$ cat src/rtl/prefix_code_bit_decoder_top_macros.svh
// ----------------------------------------------------------------------------
// prefix code bit decoder assertion macros
// shared concurrent assertion forms, clocked on clk and disabled in reset
// ----------------------------------------------------------------------------
`ifndef PREFIX_CODE_BIT_DECODER_TOP_MACROS_SVH
`define PREFIX_CODE_BIT_DECODER_TOP_MACROS_SVH

// same-cycle implication
`define PCBD_ASSERT_IMPLIES(label, ante, cons, msg) \
    label: assert property (@(posedge clk) disable iff (!rst_n) (ante) |-> (cons)) \
        else $error(msg);

// next-cycle implication
`define PCBD_ASSERT_NEXT(label, ante, cons, msg) \
    label: assert property (@(posedge clk) disable iff (!rst_n) (ante) |=> (cons)) \
        else $error(msg);

`endif

$ cat src/rtl/pcbd_pkg.sv
// ----------------------------------------------------------------------------
// pcbd_pkg
// widths, function codes and shared types of the prefix code bit decoder
// ----------------------------------------------------------------------------
package pcbd_pkg;

    localparam int SYMBOL_W         = 8;
    localparam int INDEX_W          = 8;
    localparam int ENTRY_LEN_W      = 6;
    localparam int ENTRY_CODE_W     = 32;
    localparam int COUNT_W          = 9;
    localparam int DEF_MAX_ENTRIES  = 256;
    localparam int DEF_MAX_CODE_LEN = 32;
    localparam int SEG_CELLS        = 8;

    localparam logic FUNC_WRITE  = 1'b0;
    localparam logic FUNC_DECODE = 1'b1;

    // priority link between neighboring cells
    typedef struct packed {
        logic                hit;
        logic [SYMBOL_W-1:0] symbol;
    } link_t;

    // table entry write broadcast to the cell row
    typedef struct packed {
        logic                    en;
        logic [INDEX_W-1:0]      index;
        logic [SYMBOL_W-1:0]     symbol;
        logic [ENTRY_LEN_W-1:0]  length;
        logic [ENTRY_CODE_W-1:0] code;
        logic                    good;
    } entry_wr_t;

    // capture request from the accumulator into the result stages
    typedef struct packed {
        logic load;
        logic err;
    } capture_t;

endpackage

$ cat src/rtl/pcbd_cell.sv
// ----------------------------------------------------------------------------
// pcbd_cell
// one code table entry with its match logic and priority link
// ----------------------------------------------------------------------------
module pcbd_cell #(
    parameter int INDEX = 0,
    parameter int CMP_W = 32,
    parameter int CL_W  = 6
) (
    input  logic                       clk,
    input  pcbd_pkg::entry_wr_t        wr,
    input  logic [pcbd_pkg::COUNT_W-1:0] entry_count,
    input  logic [CMP_W-1:0]           acc_cmp,
    input  logic [CL_W-1:0]            acc_len_cmp,
    input  pcbd_pkg::link_t            link_in,
    output pcbd_pkg::link_t            link_out
);
    import pcbd_pkg::*;

    logic [SYMBOL_W-1:0]     symbol_reg;
    logic [ENTRY_LEN_W-1:0]  length_reg;
    logic [ENTRY_CODE_W-1:0] code_reg;
    logic                    good_reg;
    logic                    active;
    logic                    hit;

    always_ff @(posedge clk)
    begin
        if (wr.en && (wr.index == INDEX_W'(INDEX)))
        begin
            symbol_reg <= wr.symbol;
            length_reg <= wr.length;
            code_reg   <= wr.code;
            good_reg   <= wr.good;
        end
    end

    assign active = entry_count > COUNT_W'(INDEX);
    assign hit    = active && good_reg
                    && (CL_W'(length_reg) == acc_len_cmp)
                    && (CMP_W'(code_reg) == acc_cmp);

    always_comb
    begin
        if (link_in.hit)
            link_out = link_in;
        else if (hit)
            link_out = '{hit: 1'b1, symbol: symbol_reg};
        else
            link_out = link_in;
    end

endmodule

$ cat config.mk
export PLATFORM = sky130hd
export DESIGN_NAME = pcbd_cell
export DESIGN_NICKNAME = d
export VERILOG_FILES = /design/src/rtl/prefix_code_bit_decoder_top_macros.svh /design/src/rtl/pcbd_pkg.sv /design/src/rtl/pcbd_cell.sv
export SDC_FILE = /design/constraint.sdc
export NUM_CORES = 1
export LEC_CHECK = 0
export ABC_CLOCK_PERIOD_IN_PS = 6270
export BUFFER_PORTS_ARGS = -buffer_cell sky130_fd_sc_hd__buf_2
export CORE_ASPECT_RATIO = 0.75
export CORE_MARGIN = 5
export CORE_UTILIZATION = 40
export DETAILED_ROUTE_END_ITERATION = 16
export MAX_ROUTING_LAYER = met4
export PLACE_DENSITY = 0.85
export RECOVER_POWER = 100
export REMOVE_ABC_BUFFERS = 1
export SLEW_MARGIN = 25
export SYNTH_ARGS = -nofsm -noshare
export SYNTH_HDL_FRONTEND = slang
export SYNTH_SLANG_ARGS = --single-unit
$ cat constraint.sdc
create_clock -name clk -period 6.27 [get_ports clk]
set_input_delay 0.3135 -clock clk [delete_from_list [all_inputs] [get_ports clk]]
set_output_delay 0.3135 -clock clk [all_outputs]
set_load 0.05 [all_outputs]
==> results.json <==
{
  "area_growth_pct": 37.6,
  "crit_chain": "xnor2_1 > nand4_1 > or4_4 > nor4_1 > mux2_2 > clkbuf_1",
  "drive_gt1_frac": 0.520,
  "timing.max_cap.violations": 1,
  "syn_area_sq_um": 1990,
  "nets": 358,
  "critical_path_required_ns": 5.96,
  "setup_viol": 0,
  "cts_resized": 0,
  "synth_top_area_cell": "edfxtp_1",
  "placement.cell_area_sq_um": 2690,
  "yosysTopAreaCellShare": 0.709,
  "syn-instance-count": 116,
  "vias": 1424,
  "ys_types": 14,
  "wl_per_cell_um": 15.1,
  "crit_path_end_kind": "output port",
  "ys.warnings.count": 0,
  "largest_reg_flops": 32,
  "gp_congestion": 0.782,
  "p_sw_mw": 0.134,
  "power.internal_mw": 0.461,
  "die_y_um": 71.1,
  "timing.fmax_mhz": 263,
  "post_cts_buffers": 0,
  "cts_inserted_buffers": 5,
  "ir_worst_vdd_v": 0.000146,
  "die_area_sq_um": 6500,
  "grt_pass1_wl_um": 7110,
  "p_sw_frac": 0.226,
  "max_slew_margin": -0.639,
  "maxSlewViolCount": 48,
  "grt_pass1_vias": 1544,
  "seq_area_frac_synth": 0.709,
  "rsz0062_at_grt": "false",
  "fin_crit_sh": 0.607,
  "utilization": 0.566,
  "failed_checks": "capacitance limit, slew limit",
  "timing.setup.tns_ns": 0,
  "total_power_mw": 0.595,
  "drc_errors": 0,
  "n_antenna_cell": 0,
  "core_area_sq_um": 4840,
  "start_kind": "flip-flop",
  "critical_path_buf_inv_count": 1,
  "cts_root_buf": "clkbuf_8",
  "postCtsHoldBufs": 0,
  "critPathKind": "flip-flop to output port",
  "io_buffers": 121,
  "stdcell_count": 306,
  "path_clk_slew_ns": 0.09,
  "start_util": 0.411,
  "final_common_cell": "buf_2",
  "rows": 22,
  "dp_slack_ns": 3.57,
  "combPwrFrac": 0.109,
  "hp-class": "input port to flip-flop",
  "leakage_nw": 1.10,
  "final_cell_mix": "112 x buf_2, 47 x edfxtp_1, 23 x xor2_1",
  "tritoncts": "done",
  "num_io_pins": 122,
  "p_clk_frac": 0.309,
  "dp.cells": 298,
  "p_per_area_nw_per_um2": 217,
  "grt-ovfl-total": 0,
  "pwr-share-seq": 0.582,
  "path_delay_family": "simple AND/OR/NAND/NOR gates",
  "max_slew.worst_pin.slew_ns": 2.46,
  "clk_path_buf_depth": 2,
  "synth_area_leaders": "edfxtp_1 71%, xor2_1 10%, xnor2_1 6.6%, mux2_2 4.5%, nor4_1 2.5%",
  "drt_pass1_iterations": 4,
  "die_w_um": 91.5,
  "cp_max_fo": 8,
  "final_cell_area_sq_um": 2740,
  "status": "finished, violations left",
  "grt_max_degree": 48,
  "antenna_found_initial": 0,
  "ys_ff_latch": 47,
  "clkSinkCount": 47,
  "crit_arrival_ns": 3.49,
  "finalWirelength_um": 4610,
  "finalHoldViolCount": 0,
  "grtUsageTotal": 0.149,
  "h-tree-depth": 2,
  "ant_nets": 0,
  "drt_iter0_drc": 43,
  "cpMaxStageDelayCell": "nor4_1",
  "viasPerCell": 4.65,
  "period_minus_slack_ns": 3.81,
  "dp_hpwl_um": 3790,
  "syn_area_per_cell_sq_um": 17.2,
  "slowest_delay_ns": 1.15,
  "hold_ws_ns": 0.181,
  "layout_setup_ws_ns": 2.46
}
-- cell usage after synthesis, drive strengths merged --
| cell | number |
|---|---|
| edfxtp | 47 |
| inv | 1 |
| mux2 | 8 |
| nand3 | 2 |
| nand3b | 1 |
| nand4 | 5 |
| nor2 | 1 |
| nor3 | 2 |
| nor4 | 9 |
| o31ai | 1 |
| or4 | 1 |
| xnor2 | 15 |
| xor2 | 23 |
-- power by group through the flow --
stage	clock, mW	combinational, mW	sequential, mW
floorplan	0	0.0252	0.353
global placement	0	0.0647	0.353
finish	0.184	0.0649	0.346
detailed placement	0	0.0668	0.353
global route	0.207	0.0713	0.346
CTS	0.190	0.0670	0.346
-- logic make-up after synthesis --
group	count (synthesis)	synth area share
flip-flops	47	0.709
XOR/XNOR	38	0.167
AND/OR/NAND/NOR	21	0.0729
multiplexers	8	0.0453
AO/OA/AOI/OAI	1	0.00377
buffers and inverters	1	0.00188
-- per-layer routing --
| layer | global-route usage | part of all wire |
|---|---|---|
| met1 | 0.173 | 0.40 |
| met2 | 0.232 | 0.49 |
| met3 | 0.0616 | 0.092 |
| met4 | 0.0537 | 0.018 |
| met5 | - | 0 |
-- worst paths after layout --
kind                           startpoint                      end  slack (ns)  depth (start not counted)
setup / recovery  length_reg[0]$_DFFE_PP_              link_out[2]        2.46                          6
hold / removal                     wr[33]  length_reg[0]$_DFFE_PP_        0.18                          1
-- cell type report --
| class | count | area [sq um] |
|---|---|---|
| Fill cell | 391 | 2100 |
| Sequential cell | 47 | 1410 |
| Timing Repair Buffer | 122 | 598 |
| Multi-Input combinational cell | 68 | 561 |
| Tap cell | 60 | 75.1 |
| Clock buffer | 5 | 68.8 |
| Clock inverter | 3 | 22.5 |
| Inverter | 1 | 3.75 |
(Power assumes the default switching activity.)
