===== config.mk =====
export PLATFORM = sky130hd
export DESIGN_NAME = pcbd_resolve_flat
export DESIGN_NICKNAME = d
export VERILOG_FILES = /design/src/rtl/prefix_code_bit_decoder_top_macros.svh /design/src/rtl/pcbd_pkg.sv /design/src/rtl/pcbd_out_if.sv /design/src/rtl/pcbd_resolve.sv /design/src/flat_wrapper.sv
export SDC_FILE = /design/constraint.sdc
export NUM_CORES = 1
export LEC_CHECK = 0
export BUFFER_PORTS_ARGS = -buffer_cell sky130_fd_sc_hd__buf_2
export CORE_MARGIN = 2
export CORE_UTILIZATION = 30
export DETAILED_ROUTE_END_ITERATION = 10
export GPL_TIMING_DRIVEN = 1
export REMOVE_ABC_BUFFERS = 1
export SYNTH_ARGS = -nofsm -noshare
export SYNTH_HDL_FRONTEND = slang
export SYNTH_SLANG_ARGS = --single-unit
export TNS_END_PERCENT = 1

===== constraint.sdc =====
create_clock -name clk -period 7.5 [get_ports clk]
set_input_delay 0.75 -clock clk [delete_from_list [all_inputs] [get_ports clk]]
set_output_delay 0.75 -clock clk [all_outputs]
set_load 0.005 [all_outputs]

===== src/rtl/prefix_code_bit_decoder_top_macros.svh =====
// ----------------------------------------------------------------------------
// prefix code bit decoder assertion macros
// shared concurrent assertion forms, clocked on clk and disabled in reset
// ----------------------------------------------------------------------------
`ifndef PREFIX_CODE_BIT_DECODER_TOP_MACROS_SVH
`define PREFIX_CODE_BIT_DECODER_TOP_MACROS_SVH

// same-cycle implication
`define PCBD_ASSERT_IMPLIES(label, ante, cons, msg) \
    label: assert property (@(posedge clk) disable iff (!rst_n) (ante) |-> (cons)) \
        else $error(msg);

// next-cycle implication
`define PCBD_ASSERT_NEXT(label, ante, cons, msg) \
    label: assert property (@(posedge clk) disable iff (!rst_n) (ante) |=> (cons)) \
        else $error(msg);

`endif


===== src/rtl/pcbd_pkg.sv =====
// ----------------------------------------------------------------------------
// pcbd_pkg
// widths, function codes and shared types of the prefix code bit decoder
// ----------------------------------------------------------------------------
package pcbd_pkg;

    localparam int SYMBOL_W         = 8;
    localparam int INDEX_W          = 8;
    localparam int ENTRY_LEN_W      = 6;
    localparam int ENTRY_CODE_W     = 32;
    localparam int COUNT_W          = 9;
    localparam int DEF_MAX_ENTRIES  = 256;
    localparam int DEF_MAX_CODE_LEN = 32;
    localparam int SEG_CELLS        = 8;

    localparam logic FUNC_WRITE  = 1'b0;
    localparam logic FUNC_DECODE = 1'b1;

    // priority link between neighboring cells
    typedef struct packed {
        logic                hit;
        logic [SYMBOL_W-1:0] symbol;
    } link_t;

    // table entry write broadcast to the cell row
    typedef struct packed {
        logic                    en;
        logic [INDEX_W-1:0]      index;
        logic [SYMBOL_W-1:0]     symbol;
        logic [ENTRY_LEN_W-1:0]  length;
        logic [ENTRY_CODE_W-1:0] code;
        logic                    good;
    } entry_wr_t;

    // capture request from the accumulator into the result stages
    typedef struct packed {
        logic load;
        logic err;
    } capture_t;

endpackage


===== src/rtl/pcbd_out_if.sv =====
// ----------------------------------------------------------------------------
// pcbd_out_if
// output channel: decoded symbols and error flags
// ----------------------------------------------------------------------------
interface pcbd_out_if;
    import pcbd_pkg::*;

    logic                valid;
    logic                ready;
    logic [SYMBOL_W-1:0] symbol;
    logic                code_error;

    modport source (
        output valid, symbol, code_error,
        input  ready
    );

    modport sink (
        input  valid, symbol, code_error,
        output ready
    );

endinterface


===== src/rtl/pcbd_resolve.sv =====
// ----------------------------------------------------------------------------
// pcbd_resolve
// captures segment results, picks the lowest hit and holds the output word
// ----------------------------------------------------------------------------
module pcbd_resolve #(
    parameter int NSEG = 32
) (
    input  logic                         clk,
    input  logic                         rst_n,
    input  pcbd_pkg::capture_t           cap,
    input  pcbd_pkg::link_t [NSEG-1:0]   seg_res,
    output logic                         cap_ready,
    pcbd_out_if.source                   sym_out
);
    import pcbd_pkg::*;

    logic                s1_valid_reg, s1_valid_next;
    logic                s1_err_reg;
    link_t [NSEG-1:0]    s1_seg_reg;
    logic                out_valid_reg, out_valid_next;
    logic [SYMBOL_W-1:0] out_symbol_reg;
    logic                out_error_reg;
    logic                out_load;
    logic                do_load;
    logic [NSEG-1:0]     lower_hit;
    logic [SYMBOL_W-1:0] pick_symbol;

    assign out_load  = s1_valid_reg && (!out_valid_reg || sym_out.ready);
    assign cap_ready = !s1_valid_reg || out_load;
    assign do_load   = cap.load && cap_ready;

    always_comb
    begin
        for (int k = 0; k < NSEG; k++)
        begin
            lower_hit[k] = 1'b0;
            for (int j = 0; j < k; j++)
                lower_hit[k] = lower_hit[k] | s1_seg_reg[j].hit;
        end
    end

    always_comb
    begin
        pick_symbol = '0;
        for (int k = 0; k < NSEG; k++)
        begin
            if (s1_seg_reg[k].hit && !lower_hit[k])
                pick_symbol = pick_symbol | s1_seg_reg[k].symbol;
        end
    end

    always_comb
    begin
        s1_valid_next = s1_valid_reg;
        if (do_load)
            s1_valid_next = 1'b1;
        else if (out_load)
            s1_valid_next = 1'b0;

        out_valid_next = out_valid_reg;
        if (out_load)
            out_valid_next = 1'b1;
        else if (sym_out.ready)
            out_valid_next = 1'b0;
    end

    always_ff @(posedge clk or negedge rst_n)
    begin
        if (!rst_n)
        begin
            s1_valid_reg  <= 1'b0;
            out_valid_reg <= 1'b0;
        end
        else
        begin
            s1_valid_reg  <= s1_valid_next;
            out_valid_reg <= out_valid_next;
        end
    end

    always_ff @(posedge clk)
    begin
        if (do_load)
        begin
            s1_seg_reg <= seg_res;
            s1_err_reg <= cap.err;
        end
        if (out_load)
        begin
            out_symbol_reg <= s1_err_reg ? '0 : pick_symbol;
            out_error_reg  <= s1_err_reg;
        end
    end

    assign sym_out.valid      = out_valid_reg;
    assign sym_out.symbol     = out_symbol_reg;
    assign sym_out.code_error = out_error_reg;

endmodule


===== src/flat_wrapper.sv =====
// flat-port wrapper written by rule: the top's interface ports become plain ports
module pcbd_resolve_flat import pcbd_pkg::*;
#(
    parameter int NSEG = 32
)
  (clk, rst_n, cap, seg_res, cap_ready, sym_out_valid, sym_out_symbol, sym_out_code_error, sym_out_ready);
  pcbd_out_if sym_out_i ();
  input  logic clk;
  input  logic rst_n;
  input  pcbd_pkg::capture_t cap;
  input  pcbd_pkg::link_t [NSEG-1:0] seg_res;
  output logic cap_ready;
  output wire logic [$bits(sym_out_i.valid)-1:0] sym_out_valid;
  output wire logic [$bits(sym_out_i.symbol)-1:0] sym_out_symbol;
  output wire logic [$bits(sym_out_i.code_error)-1:0] sym_out_code_error;
  input wire logic [$bits(sym_out_i.ready)-1:0] sym_out_ready;
  assign sym_out_valid = sym_out_i.valid;
  assign sym_out_symbol = sym_out_i.symbol;
  assign sym_out_code_error = sym_out_i.code_error;
  assign sym_out_i.ready = sym_out_ready;
  pcbd_resolve #(.NSEG(NSEG)) u_core (.clk(clk), .rst_n(rst_n), .cap(cap), .seg_res(seg_res), .cap_ready(cap_ready), .sym_out(sym_out_i));
endmodule

==> metrics, run 1 <==
initial core utilization between 30% and 40%; WS Path Type register to register; status finished, final reports clean; layout cell share with drive strength beyond 1 37.63%; simple logic cell fraction of the synthesized area about 6.1%; Post-Place Setup Slack 4192 ps; Core Footprint approximately 0.037 mm^2; yosys warns 0; #FFs+latches synth 300; first drt pass iteration count 5; worst-margin pin slew between 900 and 1000 ps; gr usage total 16.34%; met3 Resource Use GR 6.095%; CP endpoint kind register; global-route wire length before repair roughly 46 mm; worst-path cell chain or4_4 -> nor3_2 -> nand2_1 -> o22ai_1 -> a211oi_1 -> a41oi_1; R2R depth 6; peak per-stage delay on the critical path 710 ps; cell count along the critical path 6; CTS Buffer Depth 3; area delta synth->final 27.35%; Post CTS Setup Buffer Count 0; Leakage 0.005244 uW; worst reg2reg startpoint u_core.lower_hit[1]; initial antenna violation count 12; vias in the first global route about 7.3k; Data required, critical path 7860 ps; crit path launch u_core.lower_hit[1]; CP Launch Type register; CP top delay family simple AND/OR/NAND/NOR gates; final WL 32.42 mm; CTS sink cnt 300; Iteration-0 DRC Markers 474; num rows 70; Final Slew Violations 0; Seq/Total Area, Yosys 79.96%; net switching power 863.7 uW; Clock Skew 16.03 ps; max_slew headroom 36.17%; post-synth top area cell edfxtp_1; crit path DAT 3580 ps; Worst Hold Slack 396.8 ps; PD cells 266.7 mW/mm^2; R2R Path End u_core.sym_out.symbol[1]; Hold Crit Depth 1; antenna viol nets, final 0; hold_sp seg_res[138]; synth top area cells edfxtp_1, a22oi_1, a22o_1; met1 Usage GRT 20.09%; synth unique cells 48; TNS Setup 0 ps; Die Y-Extent roughly 200 um; design area approximately 0.014 mm^2; Clock Power Share 40.6%; TritonCTS clock tree done; clk_lat worst skew approximately 520 ps; number of fillers in the final layout between 3k and 4k; pin count of the biggest net entering global routing 147; # Max-Cap Violations 0; Final min period 3214 ps; met2 GRT Util 27.23%; Clock Tree Root clkbuf_16; Via Count 7085; GPL Wtd Cong roughly 0.81; Final Instance Count excl. Fillers between 1k and 1.5k; placed standard-cell area 0.01326 mm^2; RSZ-0062 raised after global routing no; number of buffers created by CTS 34; Hold Path Sink u_core.s1_seg_reg[138]; Syn Area/Cell 17.39 um^2; commonest register cell after synthesis edfxtp_1; fmax 311.1 MHz; Post-Synth XOR/XNOR Area 0%; Gate power share 6.1%; Clock H-tree levels 2; post-DP HPWL approximately 24 mm; setup ws final ~4300 ps; WL/cell 22.19 um; Compound-Gate Fraction of Synth Area 12.53%; count of final setup violators 0; critical-path maximum fanout 19; Clock Pin Slew Worst Setup and Hold Paths 70 ps; final hold violation count 0; flop-to-flop setup slack about 4300 ps; asr flop ratio synth 0.6667%; final net count about 1.3k; io pins 304; Seq pwr share between 50% and 60%; switching portion of total power 22.59%; cts repair resizes 0; die extent in x 197.7 um; die area 0.03908 mm^2; Hold Path Class primary input to register; Buf/Inv on CP 0; internal power 2959 uW; I/O Buffers 303; Period Utilization, post-route 42.86%; vias per cell a little under 5; cell count after placement 1390; Adder-Cell Fraction of Synth Area 0%; FF/Latch Area 0.008999 mm^2; Worst path slowest cell nor3_2; Post-synth EDFFs 298; multi-input logic area 0.002105 mm^2; busiest grt layer met2; number of remaining DRC errors 0; mux share of post-synthesis cell area 0%; Cell Area, Synth 0.01125 mm^2; largest family of logic cells by synthesized area compound AO/OA/AOI/OAI gates; Worst VDD drop between 0.2 and 0.25 mV; Syn Inst Count 647; GR Overflow Total 0; Largest register FFs 287; area fraction of the dominant cell type after synthesis around four fifths
[logic make-up after synthesis]
kind of cell / after synthesis
flip-flops: 300
AO/OA/AOI/OAI: 194
AND/OR/NAND/NOR: 118
buffers and inverters: 35
[through the flow]
stage          utilization (%)  total power [uW]
4_1_cts                  38.90              3875
6_report                 38.96              3823
3_5_place_dp             36.05              2311
3_3_place_gp             36.05              2306
2_1_floorplan                -              2173
5_1_grt                  38.93              3968
[cell usage after synthesis (all sizes together) (3+ instances only)]
master	count
nor4	11
edfxtp	298
nand2b	9
clkbuf	24
buf	9
o22ai	7
nand3	9
a32oi	9
a22oi	71
nor4b	5
a21oi	16
o211ai	8
o21ai	27
nor2b	9
a221o	5
nor2	20
nand3b	3
o2bb2ai	8
nor3	5
and2	3
a22o	22
a211o	6
or4	3
nand2	35
a31oi	7
[metal layers]
layer / wire length [um] / vias to the layer above
li1: - / 3315
met1: 12980 / 3394
met2: 15510 / 297
met3: 3244 / 61
met4: 557 / 18
met5: 135 / -
[worst max-delay path by stage]
| stage | end | slack, ps |
|---|---|---|
| 4_1_cts | u_core.sym_out.symbol[4] | 4280 |
| 2_1_floorplan | u_core.lower_hit[1] | -690 |
| 6_report | u_core.sym_out.symbol[1] | 4290 |
| 3_5_place_dp | u_core.s1_seg_reg[20] | 4190 |
| 3_3_place_gp | u_core.s1_seg_reg[20] | 4280 |
| 5_1_grt | u_core.sym_out.symbol[1] | 4040 |
[layout make-up]
cell class | count | area share (%)
Antenna cell | 7 | 0.1222
Clock buffer | 40 | 6.094
Clock inverter | 22 | 1.135
Inverter | 2 | 0.05238
Multi-Input combinational cell | 312 | 14.68
Sequential cell | 300 | 62.79
Tap cell | 468 | 4.086
Timing Repair Buffer | 310 | 11.04
[repair_timing]
item,4_1_cts,5_1_grt
hold endpoints to repair,2,0
setup endpoints to repair,0,0
hold buffers,1,0
[placed cells by master (no fill, tap or decap), drive strengths merged, types with 2 or more instances in the layout]
| cell type | count |
|---|---|
| a211o | 6 |
| clkinv | 17 |
| diode | 7 |
| nor2 | 20 |
| o21ai | 27 |
| nor4b | 5 |
| clkbuf | 41 |
| o22ai | 7 |
| a22o | 22 |
| or4 | 3 |
| or3 | 2 |
| nand2 | 35 |
| a22oi | 71 |
| nand3 | 9 |
| and2 | 3 |
| nor2b | 9 |
| a21oi | 16 |
| o211ai | 8 |
| nand3b | 3 |
| nor4 | 11 |
| buf | 308 |
| a32oi | 9 |
| dfrtp | 2 |
| a31oi | 7 |
| edfxtp | 298 |
| inv | 6 |
| o2bb2ai | 8 |
| nand2b | 9 |
| a221oi | 2 |
| nor3 | 5 |
| a221o | 5 |
[power groups by stage]
| stage | Clock (uW) | Combinational (uW) | Sequential, uW |
|---|---|---|---|
| 4_1_cts | 1600 | 241 | 2040 |
| 5_1_grt | 1660 | 260 | 2050 |
| 3_3_place_gp | 0 | 237 | 2070 |
| 6_report | 1550 | 235 | 2030 |
| 2_1_floorplan | 0 | 97.7 | 2080 |
| 3_5_place_dp | 0 | 240 | 2070 |
[worst reg2reg max path, cell delays in order (launching register included)]
cell	delay, ps
edfxtp_1	630
or4_4	670
nor3_2	710
nand2_1	450
o22ai_1	290
a211oi_1	90
a41oi_1	220
(Power assumes the default switching activity.)
==> run 2: changes to the inputs <==
--- a/config.mk
+++ b/config.mk
@@ -5,6 +5,7 @@
 export SDC_FILE = /design/constraint.sdc
 export NUM_CORES = 1
 export LEC_CHECK = 0
+export ABC_AREA = 1
 export BUFFER_PORTS_ARGS = -buffer_cell sky130_fd_sc_hd__buf_2
 export CORE_MARGIN = 2
 export CORE_UTILIZATION = 30
==> constraint.sdc (replaced) <==
create_clock -name clk -period 3.2 [get_ports clk]
set_input_delay 0.32 -clock clk [delete_from_list [all_inputs] [get_ports clk]]
set_output_delay 0.32 -clock clk [all_outputs]
set_load 0.005 [all_outputs]
==> run 2 against run 1 <==
Effect of this change: the flow now finishes with violations (negative setup slack); critical path type unchanged; maximum frequency down 10%; cell count rose by 44%; non-clock buffer count increased by 351; sequential cell count unchanged; clock power rose to 2.7 times the previous value; clock skew is 4.1 ps higher; count of clock-buffer cells in the layout increased by 1; critical path depth up 17; power increased to 2.6 times the previous value; cell area is 30% higher.
==> metrics, run 2 <==
TritonCTS clock tree done; Syn Inst Count between 800 and 900; commonest register cell after synthesis edfxtp_1; Clock Pin Slew Worst Setup and Hold Paths 60 ps; final net count 1847; CP Launch Type register; io pins just over 300; Cell Area, Synth approximately 0.012 mm^2; switching portion of total power around 22%; PD cells 533.4 mW/mm^2; die area slightly above 0.04 mm^2; Post-synth top cells edfxtp_1, nor2_1, nand2_1; Gate power share 10.1%; setup ws final -391.0 ps; Core Util, Final 48.26%; Overall Power ~10000 uW; max_slew headroom between 20% and 30%; Final min period 3591 ps; Via Count 9460; initial core utilization between 30 and 40%; failing checks negative setup slack; status complete, but fails checks; I/O Buffers 303; most frequent cell after synthesis edfxtp_1; fmax 278.5 MHz; yosys warns 0; number of fillers in the final layout 3307; layout cell share with drive strength beyond 1 29.96%; commonest cells after routing, fill and taps aside buf_2, edfxtp_1, dlygate4sd3_1; global-route wire length before repair 57.34 mm; post-synth top area cell edfxtp_1; initial antenna violation count 6; vias per cell around 4.5; CTS sink cnt 300; Core Footprint 0.03865 mm^2; die extent in x 201.9 um; Die Y-Extent 201.9 um; GR Overflow Total 0; Clock Skew 20.18 ps; Clock Tree Root clkbuf_16; Iteration-0 DRC Markers 643; first drt pass iteration count 6; gr usage total 18.71%; CTS Buffer Depth 3; WS Path Type register to register; commonest non-fill, non-tap cell in the layout buf_2; pin count of the biggest net entering global routing between 80 and 90; Period Utilization, post-route 112.2%; Syn Area/Cell between 10 and 15 um^2; #FFs+latches synth 300; Post-synth EDFFs roughly 300; Seq/Total Area, Yosys between 70% and 80%; num rows 72; cell count after placement 1743; GPL Wtd Cong 0.8664; net switching power 2225 uW; Final Instance Count excl. Fillers about 2.1k; Largest register FFs 287; synth unique cells 22; number of buffers created by CTS 35; area delta synth->final 58.79%; Final Slew Violations 0; Worst VDD drop about 0.35 mV; final hold violation count 0; vias in the first global route 10.25k; post-DP HPWL 24.76 mm; Data required, critical path 3490 ps; Leakage 0.007687 uW; asr flop ratio synth less than 1%; # Max-Cap Violations 0; antenna viol nets, final 0; Clock Power Share 41.7%; crit path DAT 3880 ps; area fraction of the dominant cell type after synthesis 76.19%; count of final setup violators 8; final WL 38.57 mm; CP endpoint kind register; synth top area cells edfxtp_1, nand4_1, nor2_1; Seq pwr share 48.3%; clk_lat worst skew 530 ps; internal power slightly below 8000 uW; Worst Hold Slack 86.09 ps; critical-path maximum fanout 7; RSZ-0062 raised after global routing yes; number of remaining DRC errors 0; WL/cell 18.33 um; worst-margin pin slew 1144 ps; Hold Path Class primary input to register; Clock H-tree levels 2
-- run 2: cell types whose count changed in the layout (fill, tap and decap cells not counted), moves of 22 or more --
cell / previous run / this run
a22oi_1: 71 / 0
nor2_1: 20 / 115
nand2_1: 35 / 116
inv_1: 2 / 100
nand3_1: 9 / 76
buf_4: 4 / 58
dlygate4sd3_1: 1 / 290
o21ai_0: 27 / 0
a22o_1: 22 / 0
nand4_1: 0 / 86
-- run 2: logic make-up after synthesis --
kind of cell / after synthesis / synth area share [%]
buffers and inverters: 125 / 4.133
AOI/OAI and AO/OA: 1 / 0.04257
and+or+nand+nor: 450 / 19.21
DFF: 300 / 76.62
-- run 2: what timing repair did --
item,CTS,global route
setup buffers,0,2
setup endpoints to repair,8,8
hold buffers,290,0
pin swaps,5,18
resized for setup,15,28
endpoints found under the hold margin,291,0
-- run 2: cell type report --
class,instances,area (um^2),share of cell area [%]
inverter,105,401.6,2.153
tap,518,648.1,3.475
sequential,300,8999,48.25
timing repair buffer,661,5002,26.82
clock inverter,21,272.8,1.462
antenna,7,17.52,0.09392
clock buffer,41,919.6,4.931
multi-input combinational,451,2390,12.81
-- run 2: worst paths after layout --
kind	end	slack (ps)	cells past startpoint	from
worst max register to register	u_core.sym_out.symbol[3]	-390	23	u_core.lower_hit[1]
min in group asynchronous	u_core.sym_out.valid	100	2	rst_n
worst min-delay path	u_core.sym_out.valid	90	4	sym_out_ready
max in group asynchronous	u_core.s1_valid_reg	3010	2	rst_n
worst min register to register	u_core.sym_out.code_error	490	0	u_core.s1_err_reg
worst max-delay path	u_core.sym_out.symbol[3]	-390	23	u_core.lower_hit[1]
-- run 2: power groups by stage --
stage / clock [uW] / sequential (uW) / combinational [uW]
6_report: 4140 / 4800 / 1000
5_1_grt: 4400 / 4820 / 1090
2_1_floorplan: 0 / 4910 / 260
3_3_place_gp: 0 / 4870 / 659
3_5_place_dp: 0 / 4870 / 675
4_1_cts: 4230 / 4800 / 972
-- run 2: layer usage --
layer | vias up | track usage (%) | part of all wire (%)
met5 | - | 0 | 0
li1 | 4491 | - | -
met3 | 95 | 3.386 | 6.1
met1 | 4481 | 22.43 | 39
met4 | 0 | 8.535 | 3.8
met2 | 393 | 32.73 | 51
-- run 2: per-stage QoR --
stage	setup TNS, ps	instance area [um^2]	setup slack (ps)
2_1_floorplan	-1056360	11650	-3650
3_3_place_gp	-2196	14370	-389.4
3_5_place_dp	-2775	14370	-456.8
4_1_cts	-2017	18510	-367.1
5_1_grt	-4630	18650	-680.3
6_report	-2183	18650	-391.0
-- run 2: worst max-delay path, stage by stage (launching register included) --
cell and delay [ps]:
edfxtp_1 480, buf_6 180, nor2_8 50, buf_6 130, nand4_1 70, nand3b_1 120
nor2_2 170, nand3_2 120, nor2_4 130, nand3_2 90, nor2_2 120, nand3_2 120
nor2_4 140, nand3_2 80, nor2_2 120, nand4_1 250, nor2_1 170, nand4_1 150
nor2_1 130, nand4_1 130, nor2_1 120, nand4_1 140, nand2_1 100, inv_1 40
==> run 3: changes to the inputs <==
--- a/config.mk
+++ b/config.mk
@@ -8,9 +8,10 @@
 export ABC_AREA = 1
 export BUFFER_PORTS_ARGS = -buffer_cell sky130_fd_sc_hd__buf_2
 export CORE_MARGIN = 2
-export CORE_UTILIZATION = 30
+export CORE_UTILIZATION = 45
 export DETAILED_ROUTE_END_ITERATION = 10
 export GPL_TIMING_DRIVEN = 1
+export PLACE_DENSITY = 0.7
 export REMOVE_ABC_BUFFERS = 1
 export SYNTH_ARGS = -nofsm -noshare
 export SYNTH_HDL_FRONTEND = slang
==> run 3 against run 2 <==
Effect of this change: the flow still finishes with violations (negative setup slack); sequential power hardly changed; sequential cell count unchanged; die area shrank 33%; non-clock buffer count is 55 lower; first-iteration DRC count increased by 81%; routed wire length decreased by 6.3%; largest cell class unchanged.
==> metrics, run 3 (synthesis gave the netlist of run 2 again) <==
PD cells 535.8 mW/mm^2; CP endpoint kind register; switching portion of total power 22.48%; crit path DAT about 3600 ps; critical-path maximum fanout 5; # Max-Cap Violations 0; die extent in x 165.6 um; hold_sp seg_res[146]; Data required, critical path 3470 ps; vias per cell 5.161; Final min period 3370 ps; Hold Path Class primary input to register; vias in the first global route ~10k; R2R depth 24; CP Launch Type register; initial core utilization between 40% and 50%; R2R Path End u_core.sym_out.symbol[2]; Period Utilization, post-route 105.3%; Clock Pin Slew Worst Setup and Hold Paths 70 ps; Hold Path Sink u_core.s1_seg_reg[146]; status complete, but fails checks; final net count 1791; Via Count between 9k and 10k; CTS sink cnt 300; flop-to-flop setup slack -170 ps; GPL Wtd Cong 0.8985; commonest cells after routing, fill and taps aside buf_2, edfxtp_1, dlygate4sd3_1; Iteration-0 DRC Markers ~1.2k; commonest non-fill, non-tap cell in the layout buf_2; pin count of the biggest net entering global routing 80; Hold Crit Depth 1; WL/cell between 15 and 20 um; final WL 36.13 mm; GR Overflow Total 0; post-DP HPWL 22.42 mm; worst reg2reg startpoint u_core.lower_hit[1]; Leakage 0.007349 uW; Clock Power Share 39.7%; num rows 59; Gate power share about 9.8%; max_slew headroom 25.21%; final hold violation count 0; global-route wire length before repair 53.03 mm; number of fillers in the final layout 1730; failing checks negative setup slack; I/O Buffers 303; Clock Skew 23.02 ps; count of final setup violators 4; io pins 304; WS Path Type register to register; first drt pass iteration count 6; fmax between 200 and 300 MHz; RSZ-0062 raised after global routing yes; design area 0.01777 mm^2; setup ws final -169.6 ps; layout cell share with drive strength beyond 1 28.75%; Post-Place Setup Slack -250.8 ps; net switching power 2140 uW; clk_lat worst skew 510 ps; Clock H-tree levels 2; Clock Tree Root clkbuf_16; Worst VDD drop roughly 0.58 mV; number of remaining DRC errors 0; initial antenna violation count 11; gr usage total 25.98%; internal power between 7000 and 8000 uW; Final Slew Violations 0; Seq pwr share between 50% and 60%; die area 0.02741 mm^2; CTS Buffer Depth 3; Largest register FFs 287; number of buffers created by CTS 34; worst-margin pin slew between 1000 and 1500 ps; Die Y-Extent 165.6 um; area delta synth->final 51.27%; placed standard-cell area ~0.014 mm^2; antenna viol nets, final 0; TritonCTS clock tree done; TNS Setup -476.4 ps; Core Footprint 0.02584 mm^2
[run 3: power groups by stage]
stage                     clock (uW)  sequential, uW  combinational [uW]
final                           3780            4810                 934
after global placement             0            4870                 629
after CTS                       3810            4800                 892
after global routing            3990            4830                1010
after floorplan                    0            4910                 260
after detailed placement           0            4880                 640
[run 3: worst max path at each step]
stage / end / start / slack, ps / cells after the start
after floorplan: u_core.lower_hit[1] / u_core.sym_out.valid / -3650 / 3
after global placement: u_core.sym_out.symbol[4] / u_core.lower_hit[1] / -140 / 24
after detailed placement: u_core.sym_out.symbol[4] / u_core.lower_hit[1] / -250 / 24
after CTS: u_core.sym_out.symbol[2] / u_core.lower_hit[1] / -150 / 24
after global routing: u_core.sym_out.symbol[2] / u_core.s1_seg_reg[17] / -470 / 23
final: u_core.sym_out.symbol[2] / u_core.lower_hit[1] / -170 / 24
[run 3: final cells by class]
| class | instances | area [um^2] | share of cell area [%] |
|---|---|---|---|
| diodes | 11 | 27.53 | 0.1549 |
| clock buffers | 44 | 909.6 | 5.120 |
| clock inverters | 14 | 145.1 | 0.8169 |
| inverters | 105 | 401.6 | 2.261 |
| multi-input cells | 451 | 2337 | 13.15 |
| flip-flops and latches | 300 | 8999 | 50.65 |
| well taps | 335 | 419.2 | 2.359 |
| repair buffers | 606 | 4528 | 25.49 |
[run 3: critical path, cell delays in order, from the launching register on]
cell and delay (ps):
edfxtp_1 390, buf_6 140, nor2_8 40, buf_12 120
buf_4 140, nand4_1 80, nand3b_1 160, nor2_2 160
nand3_2 100, nor2_2 100, nand3_1 80, nor2_1 110
nand3_1 100, nor2_2 140, nand3_1 90, nor2_1 120
nand4_1 130, nor2_1 150, nand4_1 160, nor2_1 140
nand4_1 160, nor2_1 140, nand4_1 90, nand2_1 60
inv_1 40
[run 3: timing repair]
item,CTS,global route
gates resized for setup,11,20
pin swaps,0,1
hold buffers,245,7
endpoints found under the hold margin,246,7
setup endpoints to repair,8,8
buffers inserted,0,0
[run 3: routing by layer]
metal	vias up	global-route usage (%)	share of wire (%)
met5	-	0	0.036
met4	2	14.22	5.7
met3	143	4.870	7.6
met2	533	45.15	50
met1	4568	30.47	37
li1	4385	-	-
[run 3: through the flow]
step	utilization [%]	instances	power [uW]	hold WS (ps)
after floorplan	-	856	5174	24.41
after global placement	54.45	1545	5503	106.4
after detailed placement	54.45	1545	5518	106.5
after CTS	68.18	1848	9501	0.3940
after global routing	68.77	1866	9831	-5.309
final	68.77	1866	9519	8.969
